**config.mk**
```make
export PLATFORM = sky130hd
export DESIGN_NAME = fbc_cell
export DESIGN_NICKNAME = d
export VERILOG_FILES = /design/src/hw/rtl/fbc_pkg.sv /design/src/hw/rtl/fbc_cell.sv
export SDC_FILE = /design/constraint.sdc
export NUM_CORES = 2
export LEC_CHECK = 0
export ABC_AREA = 1
export BUFFER_PORTS_ARGS = -buffer_cell sky130_fd_sc_hd__buf_4
export CORE_MARGIN = 3
export CORE_UTILIZATION = 35
export CTS_CLUSTER_SIZE = 25
export DETAILED_ROUTE_END_ITERATION = 10
export PLACE_DENSITY = 0.51
export SLEW_MARGIN = 5
export SYNTH_ARGS = -nofsm -noshare
export SYNTH_HDL_FRONTEND = slang
export SYNTH_SLANG_ARGS = --single-unit
```
**constraint.sdc**
```tcl
create_clock -name clock -period 10.65 [get_ports clock]
set_input_delay 2.6625 -clock clock [delete_from_list [all_inputs] [get_ports clock]]
set_output_delay 2.6625 -clock clock [all_outputs]
set_load 0.05 [all_outputs]
```
**src/hw/rtl/fbc_pkg.sv**
```systemverilog
`timescale 1ns / 1ps
// ----------------------------------------------------------------------------
// fbc_pkg
// Shared types, codes and sizing for the frustum box cull chain.
// ----------------------------------------------------------------------------
package fbc_pkg;

   localparam int FBC_VALUE_BITS = 32;
   localparam int FBC_FRAC_BITS  = 16;

   localparam int FBC_PLANES    = 6;
   localparam int FBC_AXES      = 3;
   localparam int FBC_CHAIN_LEN = FBC_PLANES * FBC_AXES;
   localparam int FBC_LAST_AXIS = FBC_AXES - 1;
   localparam int FBC_RSP_DEPTH = 32;

   localparam logic FBC_OP_LOAD = 1'b0;
   localparam logic FBC_OP_TEST = 1'b1;

   // column holding the plane offsets, row holding the shared plane base
   localparam logic [1:0] FBC_OFFSET_COL = 2'd3;
   localparam logic [1:0] FBC_BASE_ROW   = 2'd3;

   typedef struct packed {
      logic       valid;
      logic       op;
      logic [3:0] index;
      logic       visible;
   } ctrl_type;

   // exact width of offset plus three products
   function automatic int fbc_acc_width(input int value_bits, input int frac_bits);
      int prod_w;
      int offs_w;
      prod_w = 2 * value_bits + 1;
      offs_w = value_bits + 1 + frac_bits;
      return ((prod_w > offs_w) ? prod_w : offs_w) + 2;
   endfunction

endpackage

```
**src/hw/rtl/fbc_cell.sv**
```systemverilog
`timescale 1ns / 1ps
// ----------------------------------------------------------------------------
// fbc_cell
// One plane term: keeps its matrix elements, adds coef * corner to the
// running plane sum and hands the item to the next cell.
// ----------------------------------------------------------------------------
module fbc_cell #(
   parameter int VALUE_BITS = fbc_pkg::FBC_VALUE_BITS,
   parameter int FRAC_BITS  = fbc_pkg::FBC_FRAC_BITS,
   parameter int PLANE_AXIS = 0,
   parameter int PLANE_NEG  = 0,
   parameter int TERM_AXIS  = 0
) (
   input  logic                                clock,
   input  logic                                reset,
   input  fbc_pkg::ctrl_type                   ctrl_i,
   input  logic [VALUE_BITS-1:0]               value_i,
   input  logic [2:0][VALUE_BITS-1:0]          lo_i,
   input  logic [2:0][VALUE_BITS-1:0]          hi_i,
   input  logic [fbc_pkg::fbc_acc_width(VALUE_BITS, FRAC_BITS)-1:0] acc_i,
   output fbc_pkg::ctrl_type                   ctrl_o,
   output logic [VALUE_BITS-1:0]               value_o,
   output logic [2:0][VALUE_BITS-1:0]          lo_o,
   output logic [2:0][VALUE_BITS-1:0]          hi_o,
   output logic [fbc_pkg::fbc_acc_width(VALUE_BITS, FRAC_BITS)-1:0] acc_o
);
   import fbc_pkg::*;

   localparam int ACC_W  = fbc_acc_width(VALUE_BITS, FRAC_BITS);
   localparam int COEF_W = VALUE_BITS + 1;
   localparam int PROD_W = COEF_W + VALUE_BITS;

   // slot 0: this cell's axis column, slot 1: offset column
   localparam logic [1:0] SLOT_COL [2] = '{2'(TERM_AXIS), FBC_OFFSET_COL};

   logic [VALUE_BITS-1:0] base_ff [2];
   logic [VALUE_BITS-1:0] base_in [2];
   logic [VALUE_BITS-1:0] term_ff [2];
   logic [VALUE_BITS-1:0] term_in [2];
   logic [COEF_W-1:0]     coef_ff [2];
   logic [COEF_W-1:0]     coef_in [2];

   ctrl_type                  ctrl_ff, ctrl_in;
   logic [VALUE_BITS-1:0]     value_ff;
   logic [2:0][VALUE_BITS-1:0] lo_ff, hi_ff;
   logic [ACC_W-1:0]          acc_ff, acc_in;

   logic                      load_hit;
   logic                      coef_pos;
   logic signed [VALUE_BITS-1:0] corner;
   logic signed [COEF_W-1:0]  coef_axis;
   logic signed [PROD_W-1:0]  product;
   logic [ACC_W-1:0]          offset_acc;
   logic [ACC_W-1:0]          acc_base;

   assign load_hit = ctrl_i.valid && (ctrl_i.op == FBC_OP_LOAD);

   always_comb begin
      for (int j = 0; j < 2; j++) begin
         base_in[j] = base_ff[j];
         term_in[j] = term_ff[j];
         if (load_hit && (ctrl_i.index[3:2] == SLOT_COL[j])) begin
            if (ctrl_i.index[1:0] == FBC_BASE_ROW) begin
               base_in[j] = value_i;
            end else if (ctrl_i.index[1:0] == 2'(PLANE_AXIS)) begin
               term_in[j] = value_i;
            end
         end
         if (PLANE_NEG != 0) begin
            coef_in[j] = {base_in[j][VALUE_BITS-1], base_in[j]}
                       - {term_in[j][VALUE_BITS-1], term_in[j]};
         end else begin
            coef_in[j] = {base_in[j][VALUE_BITS-1], base_in[j]}
                       + {term_in[j][VALUE_BITS-1], term_in[j]};
         end
      end
   end

   // corner picked by the normal sign: max where strictly positive
   assign coef_axis = $signed(coef_ff[0]);
   assign coef_pos  = !coef_ff[0][COEF_W-1] && (coef_ff[0] != '0);
   assign corner    = coef_pos ? $signed(hi_i[TERM_AXIS]) : $signed(lo_i[TERM_AXIS]);
   assign product   = coef_axis * corner;

   assign offset_acc = {{(ACC_W-COEF_W){coef_ff[1][COEF_W-1]}}, coef_ff[1]} << FRAC_BITS;
   assign acc_base   = (TERM_AXIS == 0) ? offset_acc : acc_i;
   assign acc_in     = acc_base + {{(ACC_W-PROD_W){product[PROD_W-1]}}, product};

   always_comb begin
      ctrl_in = ctrl_i;
      if ((TERM_AXIS == FBC_LAST_AXIS) && (ctrl_i.op == FBC_OP_TEST)) begin
         ctrl_in.visible = ctrl_i.visible & ~acc_in[ACC_W-1];
      end
   end

   always_ff @(posedge clock) begin
      if (reset) begin
         ctrl_ff <= '0;
         for (int j = 0; j < 2; j++) begin
            base_ff[j] <= '0;
            term_ff[j] <= '0;
            coef_ff[j] <= '0;
         end
      end else begin
         ctrl_ff <= ctrl_in;
         for (int j = 0; j < 2; j++) begin
            base_ff[j] <= base_in[j];
            term_ff[j] <= term_in[j];
            coef_ff[j] <= coef_in[j];
         end
      end
   end

   always_ff @(posedge clock) begin
      value_ff <= value_i;
      lo_ff    <= lo_i;
      hi_ff    <= hi_i;
      acc_ff   <= acc_in;
   end

   assign ctrl_o  = ctrl_ff;
   assign value_o = value_ff;
   assign lo_o    = lo_ff;
   assign hi_o    = hi_ff;
   assign acc_o   = acc_ff;

endmodule

```
## Word level (Yosys, flattened, before mapping)

Memory sizes are Yosys's and may differ from the RTL's.
Cells that the tools add are included.

- Add/sub/neg operators: 3
- $mul: 1
- Equal/unequal tests: 2
- Muxes and demuxes: 20
- Bitwise operators: 7
- Reduce and logical (&&, ||, !) cells: 8

Operators with widths:

| cell | number |
|---|---|
| $mux W32 | 15 |
| $add A32 B32 Y33 | 2 |
| $add A49 B65 Y66 | 1 |
| $mux W33 | 2 |
| $mul A33 B32 Y65 | 1 |
| $reduce_bool A33 Y1 | 1 |
| $or A1 B1 Y1 | 6 |
| $eq A2 B2 Y1 const B | 2 |
| $logic_and A1 B1 Y1 | 4 |
| $logic_not A2 Y1 | 2 |
| $mux W1 | 3 |
| $logic_not A1 Y1 | 1 |
| $not A1 Y1 | 1 |

- Register bits after elaboration: 297
- Memory bits (writable): 194
- Input port bits: 300
- Output and inout port bits: 298
- Logic and storage cells: 56
- Memories: 3

Memory list:

| memory | depth | bits a word | rd ports | clocked after memory_dff | write ports | line | source |
|---|---|---|---|---|---|---|---|
| coef_ff | 2 | 33 | 2 | 0 | 2 | fbc_cell.sv:40 | `logic [COEF_W-1:0] coef_ff [2];` |
| base_ff | 2 | 32 | 2 | 0 | 2 | fbc_cell.sv:36 | `logic [VALUE_BITS-1:0] base_ff [2];` |
| term_ff | 2 | 32 | 2 | 0 | 2 | fbc_cell.sv:38 | `logic [VALUE_BITS-1:0] term_ff [2];` |

## Logic depth before layout (Yosys ltp)

- Word-level depth: 6
- Mapped depth: 41
- Gate-level depth less buffers: 37

## Worst setup path after synthesis

Ideal clock, no wire load.

- Path kind: input to register
- From: input lo_i[0] in the netlist's numbering
- To: register acc_o[65] (netlist name)
- Setup time: 0.112 ns
- Arrival: 9.174 ns
- Required time: 10.538 ns
- Path slack: 1.364 ns
- Stages: 24
- Path buffers: 0
- Cells stage by stage: nand2_1 -> inv_1 -> fa_1 -> inv_1 -> fa_1 -> fa_1 -> inv_1 -> fa_1 -> inv_1 -> fa_1 -> inv_1 -> fa_1 -> fa_1 -> inv_1 -> fa_1 -> inv_1 -> ha_1 -> nand2_1 -> nor2_1 -> nand2_1 -> nor4_1 -> nand2_1 -> nand3_1 -> nand2_1

- Word-level cells in the longest chain between the ends: 3

Ends and longest elaborated chain:

| what | line | source |
|---|---|---|
| start, declared | fbc_cell.sv:18 | `input logic [2:0][VALUE_BITS-1:0] lo_i,` |
| $mux W32 | fbc_cell.sv:82 | `assign corner = coef_pos ? $signed(hi_i[TERM_AXIS]) : $signed(lo_i[TERM_AXIS]);` |
| $mul A33 B32 Y65 | fbc_cell.sv:83 | `assign product = coef_axis * corner;` |
| $add A49 B65 Y66 | fbc_cell.sv:87 | `assign acc_in = acc_base + {{(ACC_W-PROD_W){product[PROD_W-1]}}, product};` |
| net acc_in[65] | fbc_cell.sv:46 | `logic [ACC_W-1:0] acc_ff, acc_in;` |

The timed path passes the listed nets, and every way through them passes these cells.
A chain may end at the register's enable or synchronous reset.

## Worst setup path in the final report

- From: input lo_i[5] in the netlist's numbering
- To: register acc_ff[58], in the netlist acc_o[58]

- Word-level cells in the longest chain between the ends: 3

Ends and longest elaborated chain:

| what | line | source |
|---|---|---|
| $mux W32 | fbc_cell.sv:82 |  |
| $mul A33 B32 Y65 | fbc_cell.sv:83 |  |
| $add A49 B65 Y66 | fbc_cell.sv:87 |  |
| net acc_in[58] | fbc_cell.sv:46 |  |
| end signal, assigned | fbc_cell.sv:118 | `acc_ff <= acc_in;` |
| end, declared | fbc_cell.sv:46 |  |

The timed path passes the listed nets, and every way through them passes these cells.

==> run summary <==
first-pass GRT wire length - 331000 um
DP Cell Count - 9885
r2r endpoint - acc_o[43]
Detailed Route WL - 222000 um
r2r worst-path depth - 29
Synth top area share - 39.4%
Vias - 49300
Post-Syn Area - 59900 sq um
Detail Route met2 WL - 101000 um
chip height - 420 um
Seq cells post-synth - 491
Power Total - 0.0129 W
Worst Skew - 0.0594 ns
maxcap violations - 0
Via density - 4.93
fin. max-slew vios - 0
Crit. End Element - flip-flop
WL met3 - 19500 um
Worst Path Class, Setup - input port to flip-flop
FP Rows - 151
crit path max fanout - 6
share of layout cells above drive strength 1 - 11.4%
Leak - 37.2 nW
Core Box Area - 170000 sq um
clk buf depth - 3
fin nets - 9498
Port Buffers - 530
total grt overflow - 0
clk_lat worst skew - 0.70 ns
DR iter-0 viols - 3777
CTS clk-pin slew, worst paths - 0.06 ns
DR pass1 iterations - 6
Fin. Hold Viols - 0
worst rel slew slack - 30.0%
met1 WL - 91600 um
hold_buf cts - 0
fmax - 0.102 GHz
die area - 176000 sq um
WHS Endpoint - base_ff[0][42]
DR WL/cell - 22.2 um
ys async rst share - 0%
Area contributors post-synth - fa_1 39%, dfxtp_1 16%, inv_1 12%
DR top layer - met4
vias in the first global route - 51900
Hold WC Path Type - flip-flop to flip-flop
Synth warnings - 0
hold-critical path depth - 2
critical path required time - 11.20 ns
DP Wirelength - 185000 um
Logic pwr share - 67.5%
CTS sink count - 491
NetSw - 0.00691 W
TritonCTS Buffers - 58
share of power burned in registers - 16.3%
Routed Antenna Nets - 0
largest net degree at the start of global routing - 70
Synth cell types - 43
RSZ-0062 raised after global routing - no
Synth Flop Type - dfxtp_1
GRT Util Overall - 25.5%
TritonCTS clock tree - yes
Resize count post-CTS - 0
die width - 420 um
startpoint types - input port
Post-Route Setup TNS - 0 ns
r2r setup slk - 0.86 ns
Pint - 0.00597 W
Finished Layout Cells - 9998
Synth Net Count - 9059
drt drc - 0
antenna violations before repair - 14
Seq/Total Area, Yosys - 16.4%
# setup viols final - 0
Syn Area/Cell - 8.22 sq um
Setup Fix Bufs, Post-CTS - 0
worst path arrival time - 10.39 ns
Initial Utilization - 35.3%
Synth area leader - fa_1
worst reg2reg startpoint - coef_ff[0][23]
Worst Tran Pin Value - 1.05 ns
Min-Delay Startpoint - base_ff[0][42]
Power Density - 188 nW/um^2
fin crit period - 9.84 ns
Clk network pwr share - 16.1%
Post-Synthesis Cells - 7288
CTS HTree Levels - 2
Net Sw Frac - 53.7%
Peak VDD IR - 0.230 mV
EDFF count, synth - 0
clock root cell - clkbuf_16
Final period util - 92.4%
Area Growth Syn to Fin - 14.3%
routability cong. - 0.939
Top-Level Pins - 598
status - finished clean
-- logic make-up (layout without fill, tap and decap cells) --
| family | count (synthesis) | count (layout) | share of synthesized area [%] |
|---|---|---|---|
| AND/OR/NAND/NOR | 2637 | 2637 | 18.5 |
| buffers and inverters | 2209 | 2693 | 14.4 |
| flip-flops | 491 | 491 | 16.4 |
| adder cells (fa/ha/maj) | 1471 | 1471 | 45.5 |
| XOR/XNOR | 31 | 31 | 0.453 |
| AO/OA/AOI/OAI | 449 | 449 | 4.70 |
| other | 0 | 8 | 0 |
-- placed cells by master (no fill, tap or decap), types with 32 or more instances in the layout --
master / count
or2_2: 35
a22oi_1: 32
o21ai_0: 39
nand2_1: 1003
o22ai_1: 96
clkbuf_16: 58
fa_1: 1179
o211ai_1: 58
buf_4: 672
inv_1: 1887
nand4_1: 39
a21oi_1: 151
ha_1: 292
nor2_1: 892
and2_1: 34
nand3_1: 552
dfxtp_1: 490
-- Yosys cell counts, drive strengths merged (17+ instances only) --
cell / instances
inv: 1903
fa: 1179
nand2: 1017
nor2: 905
nand3: 552
dfxtp: 491
ha: 292
clkbuf: 154
a21oi: 151
buf: 144
o22ai: 96
o21ai: 68
o211ai: 58
or2: 42
nand4: 40
and2: 34
a22oi: 32
xor2: 29
o21bai: 25
nor3: 24
o21a: 17
-- power groups by stage --
| stage | clock network, W | registers (W) | logic, W |
|---|---|---|---|
| after global routing | 0.00220 | 0.00212 | 0.00955 |
| after global placement | 0 | 0.00215 | 0.00851 |
| after CTS | 0.00214 | 0.00211 | 0.00858 |
| after floorplan | 0 | 0.00268 | 0.00463 |
| final | 0.00208 | 0.00210 | 0.00870 |
| after detailed placement | 0 | 0.00215 | 0.00853 |
-- state kept, by name (all words and copies together), names as in the netlist --
signal	count
ctrl_o	7
term_ff	64
lo_o	96
hi_o	96
value_o	32
base_ff	64
acc_o	66
coef_ff	66
-- stage by stage --
stage	utilization [%]	hold slack (ns)	area, sq um	setup WS [ns]
final	40.3	0.499	68500	0.806
after global routing	40.3	0.523	68500	0.454
after CTS	40.3	0.504	68500	0.852
after detailed placement	39.1	0.488	66500	0.159
after global placement	39.1	0.483	66500	0.209
after floorplan	-	0.467	59900	1.36
-- critical path: stages --
cell and delay (ns):
buf_4 0.16, nand2_1 0.19, fa_1 0.80, inv_1 0.11, fa_1 0.73, inv_1 0.21, fa_1 0.66, inv_1 0.15
fa_1 0.65, buf_4 0.27, fa_1 0.47, fa_1 0.50, fa_1 0.49, inv_1 0.05, fa_1 0.67, inv_1 0.09
ha_1 0.41, nand2_1 0.14, nor2_1 0.20, nand2_1 0.12, nor4_1 0.35, nand2_1 0.13, nand4_1 0.10, nand2_1 0.05
-- worst max path at each step --
stage	endpoint	cells past startpoint	from
2_1_floorplan	acc_o[65]	24	lo_i[0]
3_3_place_gp	acc_o[58]	27	lo_i[5]
4_1_cts	acc_o[63]	27	lo_i[5]
6_report	acc_o[58]	24	lo_i[5]
3_5_place_dp	acc_o[63]	27	lo_i[5]
5_1_grt	acc_o[54]	28	lo_i[5]
-- layer usage --
layer  up-vias  GRT usage, %
met3       298          6.20
met5         -             0
met4         0          9.46
li1      22300             -
met1     24700          33.2
met2      1991          40.9
-- final cells by class --
cell class | instances | area, sq um
inverter | 1911 | 7190
sequential | 491 | 9830
clock buffer | 79 | 1630
antenna | 8 | 20.0
tap | 2218 | 2780
fill | 17500 | 101000
clock inverter | 26 | 377
multi-input combinational | 4588 | 41500
timing repair buffer | 677 | 5140
No activity file was read; power rests on OpenSTA's default activity.
