## src/hw/rtl/fbc_pkg.sv

```systemverilog
`timescale 1ns / 1ps
// ----------------------------------------------------------------------------
// fbc_pkg
// Shared types, codes and sizing for the frustum box cull chain.
// ----------------------------------------------------------------------------
package fbc_pkg;

   localparam int FBC_VALUE_BITS = 32;
   localparam int FBC_FRAC_BITS  = 16;

   localparam int FBC_PLANES    = 6;
   localparam int FBC_AXES      = 3;
   localparam int FBC_CHAIN_LEN = FBC_PLANES * FBC_AXES;
   localparam int FBC_LAST_AXIS = FBC_AXES - 1;
   localparam int FBC_RSP_DEPTH = 32;

   localparam logic FBC_OP_LOAD = 1'b0;
   localparam logic FBC_OP_TEST = 1'b1;

   // column holding the plane offsets, row holding the shared plane base
   localparam logic [1:0] FBC_OFFSET_COL = 2'd3;
   localparam logic [1:0] FBC_BASE_ROW   = 2'd3;

   typedef struct packed {
      logic       valid;
      logic       op;
      logic [3:0] index;
      logic       visible;
   } ctrl_type;

   // exact width of offset plus three products
   function automatic int fbc_acc_width(input int value_bits, input int frac_bits);
      int prod_w;
      int offs_w;
      prod_w = 2 * value_bits + 1;
      offs_w = value_bits + 1 + frac_bits;
      return ((prod_w > offs_w) ? prod_w : offs_w) + 2;
   endfunction

endpackage

```

## src/hw/rtl/fbc_rsp_fifo.sv

```systemverilog
`timescale 1ns / 1ps
// ----------------------------------------------------------------------------
// fbc_rsp_fifo
// Result queue behind the cell chain. Space is reserved at acceptance,
// so a push always finds room.
// ----------------------------------------------------------------------------
module fbc_rsp_fifo #(
   parameter int DEPTH = fbc_pkg::FBC_RSP_DEPTH
) (
   input  logic clock,
   input  logic reset,
   input  logic push_i,
   input  logic push_data_i,
   input  logic pop_i,
   output logic data_o,
   output logic not_empty_o
);
   import fbc_pkg::*;

   localparam int PTR_W = $clog2(DEPTH);
   localparam int CNT_W = $clog2(DEPTH + 1);

   logic             mem_ff [DEPTH];
   logic [PTR_W-1:0] wr_ptr_ff, wr_ptr_in;
   logic [PTR_W-1:0] rd_ptr_ff, rd_ptr_in;
   logic [CNT_W-1:0] count_ff, count_in;

   assign wr_ptr_in = push_i ? wr_ptr_ff + PTR_W'(1) : wr_ptr_ff;
   assign rd_ptr_in = pop_i ? rd_ptr_ff + PTR_W'(1) : rd_ptr_ff;
   assign count_in  = count_ff + CNT_W'(push_i) - CNT_W'(pop_i);

   always_ff @(posedge clock) begin
      if (reset) begin
         wr_ptr_ff <= '0;
         rd_ptr_ff <= '0;
         count_ff  <= '0;
      end else begin
         wr_ptr_ff <= wr_ptr_in;
         rd_ptr_ff <= rd_ptr_in;
         count_ff  <= count_in;
      end
   end

   always_ff @(posedge clock) begin
      if (push_i) begin
         mem_ff[wr_ptr_ff] <= push_data_i;
      end
   end

   assign data_o      = mem_ff[rd_ptr_ff];
   assign not_empty_o = (count_ff != '0);

endmodule

```

## config.mk

```make
export PLATFORM = sky130hd
export DESIGN_NAME = fbc_rsp_fifo
export DESIGN_NICKNAME = d
export VERILOG_FILES = /design/src/hw/rtl/fbc_pkg.sv /design/src/hw/rtl/fbc_rsp_fifo.sv
export SDC_FILE = /design/constraint.sdc
export NUM_CORES = 1
export LEC_CHECK = 0
export ABC_AREA = 1
export BUFFER_PORTS_ARGS = -buffer_cell sky130_fd_sc_hd__buf_2
export CAP_MARGIN = 20
export CORE_AREA = 2 2 85 87
export CTS_BUF_LIST = sky130_fd_sc_hd__clkbuf_16
export DETAILED_ROUTE_END_ITERATION = 8
export DIE_AREA = 0 0 87 89
export PLACE_DENSITY = 0.62
export REMOVE_ABC_BUFFERS = 1
export SLEW_MARGIN = 15
export SYNTH_ARGS = -nofsm -noshare
export SYNTH_HDL_FRONTEND = slang
export SYNTH_SLANG_ARGS = --single-unit
export TNS_END_PERCENT = 10
```

## constraint.sdc

```tcl
create_clock -name clock -period 2.4 [get_ports clock]
set_input_delay 0.72 -clock clock [delete_from_list [all_inputs] [get_ports clock]]
set_output_delay 0.72 -clock clock [all_outputs]
set_load 0.05 [all_outputs]
```

Yosys cells after proc, flatten, opt, wreduce, memory -nomap -nowiden
Memories as Yosys holds them, arrays and structs flattened. A register that Yosys moved wholly into a read port is not among the register bits. Index checks and enable logic that the tools add are counted.

Bits in writable memories: 32. Memories: 1. Bits in registers: 16. Output and inout bits: 2. Word-level logic and storage cells: 13. Latch bits: 0. Bits of input ports: 5. Memory bits (read-only): 0.

Add/subtract/negate cells: 4. $mul: 0. Muxes and demuxes: 4. Shift-type cells: 0. Order comparisons: 0. Div/mod/pow operators: 0. Bitwise logic cells: 0. Eq/ne operators: 0. Reductions and logical operators: 1.

Memory list: mem_ff (depth 32, bits a word 1, read ports 1, clocked after Yosys merged registers in 1, write ports 1, RTL line fbc_rsp_fifo.sv:23) `logic mem_ff [DEPTH];`.

Operator list (number): $add 5x1->5 const B (2); $mux 5 (2); $add 6x1->6 (1); $reduce_bool 6->1 (1); $sub 6x1->6 (1); $mux 1 (2).

Depth between registers and ports, before layout
Gate-level depths: netlist of run 1.

Depth in word-level cells: 3. Mapped depth: 11. Mapped depth without buffers: 10.

Worst setup path before layout of run 1
No wires, ideal clock.

Path kind: input port to flip-flop. Start point: input pop_i. End point: register count_ff[4]. Library setup time: 0.070 ns. Buffers on the path: 0. Data required time: 2.330 ns. Arrival: 2.100 ns. Slack: 0.230 ns. Cell stages on the path: 8. Cells stage by stage: ha_1 -> inv_1 -> ha_1 -> inv_1 -> fa_1 -> o31ai_1 -> o21ai_0 -> a21oi_1.

Word-level cells in the longest chain between the ends: 1.

Ends and longest elaborated chain: from (decl) (RTL line fbc_rsp_fifo.sv:14) `input logic pop_i,`; $sub 6x1->6 (RTL line fbc_rsp_fifo.sv:30) `assign count_in = count_ff + CNT_W'(push_i) - CNT_W'(pop_i);`; to (signal assigned) (RTL line fbc_rsp_fifo.sv:40) `count_ff <= count_in;`; to (decl) (RTL line fbc_rsp_fifo.sv:26) `logic [CNT_W-1:0] count_ff, count_in;`.

No other way between the ends. A chain may end at the register's enable or synchronous reset.

==> results of run 1 <==
[stage by stage]
stage / util (%) / hold WS [ns]
final: 42.79 / 0.5167
after global routing: 42.79 / 0.5497
after floorplan: - / 0.4711
after global placement: 38.57 / 0.4966
after CTS: 40.78 / 0.5192
after detailed placement: 38.57 / 0.5024
[synth_stat cells (all sizes together), types with 3 or more instances]
library cell / n / area, um^2
nand2: 60 / 240.2
nor2: 39 / 146.4
edfxtp: 32 / 960.9
inv: 31 / 121.4
nand3: 29 / 145.1
dfxtp: 21 / 420.4
a21oi: 15 / 75.07
ha: 13 / 162.7
o21ai: 8 / 40.04
buf: 5 / 52.55
nand4: 4 / 25.02
nor3: 4 / 20.02
clkbuf: 3 / 13.76
[metal layers]
metal | up-vias | GRT usage [%]
met5 | - | 0
met4 | 0 | 7.670
met3 | 8 | 2.678
met2 | 25 | 21.10
met1 | 826 | 14.96
li1 | 922 | -
[state kept, by name, summed over array words and instances (netlist names), named ones only]
signal     count
wr_ptr_ff      5
rd_ptr_ff      5
count_ff       6
mem_ff        32
[final cells by class]
class	instances	area (um^2)	share of cell area, %
tap	80	100.1	3.481
timing repair inverter	1	8.758	0.3046
multi-input combinational	179	953.4	33.16
inverter	31	132.6	4.613
clock inverter	3	21.27	0.7398
sequential	53	1385	48.17
clock buffer	5	125.1	4.352
timing repair buffer	13	148.9	5.178
[cell families (layout without fill, tap and decap cells)]
logic type	after synthesis	count (layout)	synth area share, %
adder cells (fa/ha/maj)	14	14	7.352
flip-flops	53	53	55.59
buffers and inverters	39	53	7.552
AND/OR/NAND/NOR	138	138	23.77
AO/OA/AOI/OAI	27	27	5.740
[report_power, final]
group / internal [mW] / leakage, nW / switching [mW] / total (mW)
logic: 0.197 / 0.621 / 0.313 / 0.510
clock network: 0.388 / 0.0702 / 0.325 / 0.714
registers: 1.01 / 0.461 / 0.0299 / 1.04
total: 1.60 / 1.15 / 0.667 / 2.27
[how the worst max path moves through the flow]
stage                        start                     end
after floorplan              pop_i  count_ff[4]$_SDFF_PP0_
after global placement       pop_i  count_ff[4]$_SDFF_PP0_
after detailed placement     pop_i  count_ff[4]$_SDFF_PP0_
after CTS                 register                  data_o
after global routing      register                  data_o
final                     register                  data_o
[what timing repair did]
action / 4_1_cts / 5_1_grt
resized for setup: 1 / 17
pin swaps: 0 / 13
cloned: 0 / 3
buffers inserted: 0 / 1
endpoints found under the setup margin: 1 / 1
[cells in the final DEF (no fill, tap or decap), drive strengths merged, types with 7 or more instances in the layout]
master | netlist | layout
nand3 | 29 | 29
edfxtp | 32 | 32
dfxtp | 21 | 21
nor2 | 39 | 39
clkbuf | 3 | 7
buf | 5 | 11
inv | 31 | 33
a21oi | 15 | 15
ha | 13 | 13
nand2 | 60 | 60
o21ai | 8 | 8
[critical path: stages (launching register included)]
cell and delay [ns]:
dfxtp_4 0.37, buf_12 0.11, clkbuf_16 0.14, nand2_1 0.06, nand3_1 0.09, nand3_2 0.09, nand2_1 0.08, nand2_1 0.05
nand2_1 0.05, nand2_1 0.05, nand2_1 0.07, buf_6 0.16
==> metrics.md, run 1 <==
| Metric | Value |
|---|---|
| Total Nets Final | 303 |
| Hold depth | 2 |
| DRC Markers | 0 |
| Power after layout | 2.267 mW |
| R2r endpoint | count_ff[4]$_SDFF_PP0_ |
| Clock Latency Late Sink | 0.30 ns |
| Critical Path RT | 1.68 ns |
| Chip height | 89 um |
| Initial antenna violation count | 0 |
| WL met3 | 124 um |
| Maximum fanout along the worst path | 8 |
| Die width | 87 um |
| Static leakage | 1.153 nW |
| Post-Syn Area per Cell | 9.169 um^2 |
| Setup violators final | 0 |
| First-pass GRT wire length | 7424 um |
| Post-synth EDFFs | 32 |
| Post-route ant nets | 0 |
| Antenna diodes | 0 |
| Vias in the first global route | 1635 |
| R2R setup slack | 0.51 ns |
| RD Place Congestion | 0.7881 |
| Post-Route WL | 4652 um |
| Post-DP Area | 0.002591 mm^2 |
| Status | complete, no violations |
| Vias per cell | 4.879 |
| # hold bufs at CTS | 0 |
| Dpl hpwl | 3058 um |
| CP Class | reg -> out |
| Routed length on met1 | 2098 um |
| Worst-margin pin slew | 0.4452 ns |
| Pre-Repair DR Iteration Count | 4 |
| Placed insts | 353 |
| Number of synthesized register bits | 53 |
| Yosys cell types | 25 |
| Crit. End Element | primary output |
| Total GRT Usage | 12.63% |
| Clk_skew | 0.007645 ns |
| Pwr dens | 788.3 mW/mm^2 |
| Fin. max-slew vios | 0 |
| CTS tree | yes |
| Area Overhead vs Synth | 15.71% |
| Worst EP arrival | 1.61 ns |
| Vias | 1781 |
| PnR worst setup slack | 0.06547 ns |
| Fmax | 0.4284 GHz |
| Initial Util | 36.98% |
| Ys flop type | edfxtp_1 |
| Setup WS pre-CTS | 0.01427 ns |
| Routed wl met2 | 2328 um |
| VDD IR-drop max | 0.0003076 V |
| Row count | 30 |
| Mapped Cells | 271 |
| FF-to-FF path depth | 9 |
| R2R Path Start | count_ff[0]$_SDFF_PP0_ |
| Iter 0 DRT Violations | 115 |
| Clock buffer depth | 2 |
| Largest net degree at the start of global routing | 33 |
| Async SR Flop Fraction | 0% |
| Tcrit/Tclk final | 97.27% |
| I/O Pins | 7 |
| I/O Buffers | 6 |
| Relative slew slack | 70.32% |
| Count of final hold-check violations | 0 |
| Layout cells sized above 1 | 14.39% |
| Hold Crit Class | reg -> reg |
| Worst Setup Start Kind | register |
| Final cell count without fillers | 365 |
| Top layer in use | met4 |
| Setup TNS | 0 ns |
| Mapped Area | 0.002485 mm^2 |
| Hold_sp | rd_ptr_ff[3]$_SDFFE_PP0P_ |
| Filler instances | 644 |
| Die area | 0.007743 mm^2 |
| H-tree levels | 2 |
| Design area | 0.002875 mm^2 |
| Reg clk slew, reported paths | 0.07 ns |
| Clk sink count | 53 |
| Yosys warning count | 0 |
| Max Cap Viol | 0 |
| Total CTS buffers | 5 |
| Routed len/inst | 12.75 um |
| Fin crit period | 2.335 ns |
| GRT Residual Overflow | 0 |
| Clock root cell | clkbuf_16 |
| Sequential fraction of the synthesis area | 55.59% |
| Total core area | 0.006719 mm^2 |
(Power assumes the default switching activity.)
==> inputs of run 2 (changes only) <==
--- a/config.mk
+++ b/config.mk
@@ -14,6 +14,7 @@
 export DIE_AREA = 0 0 87 89
 export PLACE_DENSITY = 0.62
 export REMOVE_ABC_BUFFERS = 1
+export SETUP_SLACK_MARGIN = 0.2
 export SLEW_MARGIN = 15
 export SYNTH_ARGS = -nofsm -noshare
 export SYNTH_HDL_FRONTEND = slang
==> run 2 against run 1 <==
  * Hold slack about the same
  * First-iteration DRC count grew 7.0%
  * Design area rose by 4.0%
  * Clock skew about the same
  * Sequential share of layout area decreased by 1.8 points
  * Combinational power up 4.5%
==> metrics.md, run 2 (same netlist as run 1, synthesis figures left out) <==
| Metric | Value |
|---|---|
| Vias | 1803 (+1.2%) |
| RD Place Congestion | 0.7881 (unchanged) |
| Clock buffer depth | 2 (unchanged) |
| CTS tree | yes |
| Fin. max-slew vios | 0 (unchanged) |
| Tcrit/Tclk final | 96.85% (-0.42 points) |
| Maximum fanout along the worst path | 4 (-4) |
| Worst-margin pin slew | 0.4519 ns (+0.006655 ns) |
| Setup violators final | 0 (unchanged) |
| Hold Crit Class | reg -> reg |
| Initial Util | 36.98% (unchanged) |
| I/O Buffers | 6 (unchanged) |
| R2R Path Start | count_ff[0]$_SDFF_PP0_ |
| Worst Setup Start Kind | register |
| I/O Pins | 7 (unchanged) |
| Antenna diodes | 0 (unchanged) |
| Commonest non-fill, non-tap cell in the layout | nand2_1 |
| Layout cells sized above 1 | 20.21% (+5.8 points) |
| Vias in the first global route | 1716 (+5.0%) |
| VDD IR-drop max | 0.0003078 V (about the same) |
| Most frequent cells in the layout | nand2_1 (45), nor2_1 (39), edfxtp_1 (32), inv_1 (29), dfxtp_1 (20) |
| Fin crit period | 2.324 ns (-0.01003 ns) |
| Total core area | 0.006719 mm^2 (unchanged) |
| Clk_skew | 0.007791 ns (+0.0001459 ns) |
| Max reg flops | 32 (unchanged) |
| Count of final hold-check violations | 0 (unchanged) |
| Clk sink count | 53 (unchanged) |
| Routed len/inst | 13.12 um (+3.0%) |
| Critical Path RT | 1.68 ns (about the same) |
| Reg clk slew, reported paths | 0.07 ns (about the same) |
| Clock Latency Late Sink | 0.30 ns (about the same) |
| Die width | 87 um (unchanged) |
| Post-DP Area | 0.002591 mm^2 (unchanged) |
| Pwr dens | 767.8 mW/mm^2 (-2.6%) |
| Status | complete, no violations |
| Total CTS buffers | 5 (unchanged) |
| Area Overhead vs Synth | 20.29% |
| Top Registers | mem_ff: 32 flops, count_ff: 6 flops |
| Die area | 0.007743 mm^2 (unchanged) |
| Total Nets Final | 305 (+0.66%) |
| Vias per cell | 4.913 (+0.68%) |
| Static leakage | 1.204 nW (+4.4%) |
| Chip height | 89 um (unchanged) |
| Final cell count without fillers | 367 (+0.55%) |
| Placed insts | 353 (unchanged) |
| Pre-Repair DR Iteration Count | 4 (unchanged) |
| Crit. End Element | primary output |
| Initial antenna violation count | 0 (unchanged) |
| Worst EP arrival | 1.60 ns (about the same) |
| Total GRT Usage | 13.47% (+0.84 points) |
| Top reg by flops | mem_ff |
| H-tree levels | 2 (unchanged) |
| Dpl hpwl | 3058 um (unchanged) |
| Max Cap Viol | 0 (unchanged) |
| Setup TNS | 0 ns (unchanged) |
| GRT Residual Overflow | 0 (unchanged) |
| Iter 0 DRT Violations | 123 (+7.0%) |
| RSZ-0062 raised after global routing | true |
| Fmax | 0.4302 GHz (+0.43%) |
| DRC Markers | 0 (unchanged) |
| Hold_sp | rd_ptr_ff[3]$_SDFFE_PP0P_ |
| Post-Route WL | 4816 um (+3.5%) |
| Relative slew slack | 69.87% (-0.44 points) |
| Largest net degree at the start of global routing | 33 (unchanged) |
| Filler instances | 633 (-1.7%) |
| Design area | 0.002989 mm^2 (+4.0%) |
| Row count | 30 (unchanged) |
| Post-route ant nets | 0 (unchanged) |
| CP Class | reg -> out |
| Clock root cell | clkbuf_16 |
| First-pass GRT wire length | 7893 um (+6.3%) |
run 2: layer usage:
metal	up-vias	part of all wire, %	global-route usage, %
met4	0	2.3	7.955
li1	926	-	-
met1	836	44	16.25
met5	-	0	0
met3	10	2.7	2.678
met2	31	51	22.41
run 2: stage by stage:
step / worst slack, ns / utilization [%] / power (mW) / hold slack [ns]
after floorplan: 0.2302 / - / 1.416 / 0.4711
after global placement: 0.05189 / 38.57 / 1.528 / 0.4966
after detailed placement: 0.01427 / 38.57 / 1.535 / 0.5024
after CTS: 0.1067 / 43.71 / 2.299 / 0.5192
after global routing: 0.003507 / 44.49 / 2.414 / 0.5498
final: 0.07550 / 44.49 / 2.295 / 0.5165
run 2: cell type report:
type	count	area [um^2]	share of cell area (%)
Clock buffer	5	125.1	4.186
Inverter	31	128.9	4.311
Timing Repair Buffer	15	183.9	6.153
Sequential cell	53	1385	46.34
Clock inverter	3	21.27	0.7116
Timing Repair inverter	1	11.26	0.3767
Tap cell	80	100.1	3.349
Multi-Input combinational cell	179	1033	34.58
run 2: critical path, cell delays in order (launching register included):
cell	delay [ns]
dfxtp_4	0.37
buf_6	0.13
buf_16	0.12
nand2_1	0.07
nand3_2	0.09
nand3_2	0.09
nand2_2	0.07
nand2_1	0.06
nand2_1	0.05
nand2_1	0.05
nand2_1	0.06
buf_6	0.15
run 2: report_power, final:
part	internal, mW	leakage, nW	switching, mW	total [mW]
Clock	0.389	0.0702	0.330	0.718
Sequential	1.01	0.461	0.0309	1.04
Combinational	0.210	0.672	0.323	0.533
Total	1.61	1.20	0.683	2.30
run 2: final timing paths:
path / endpoint / depth (start not counted) / slack (ns)
max: data_o / 11 / 0.08
min: register / 2 / 0.52
max reg2reg: count_ff[4]$_SDFF_PP0_ / 9 / 0.50
min reg2reg: register / 2 / 0.52
run 2: timing repair:
item                                    CTS  global route
pin swaps                                20            17
hold buffers                              0             0
endpoints found under the setup margin    1             1
gates cloned                              4             0
resized for setup                        28            12
setup buffers                             2             0
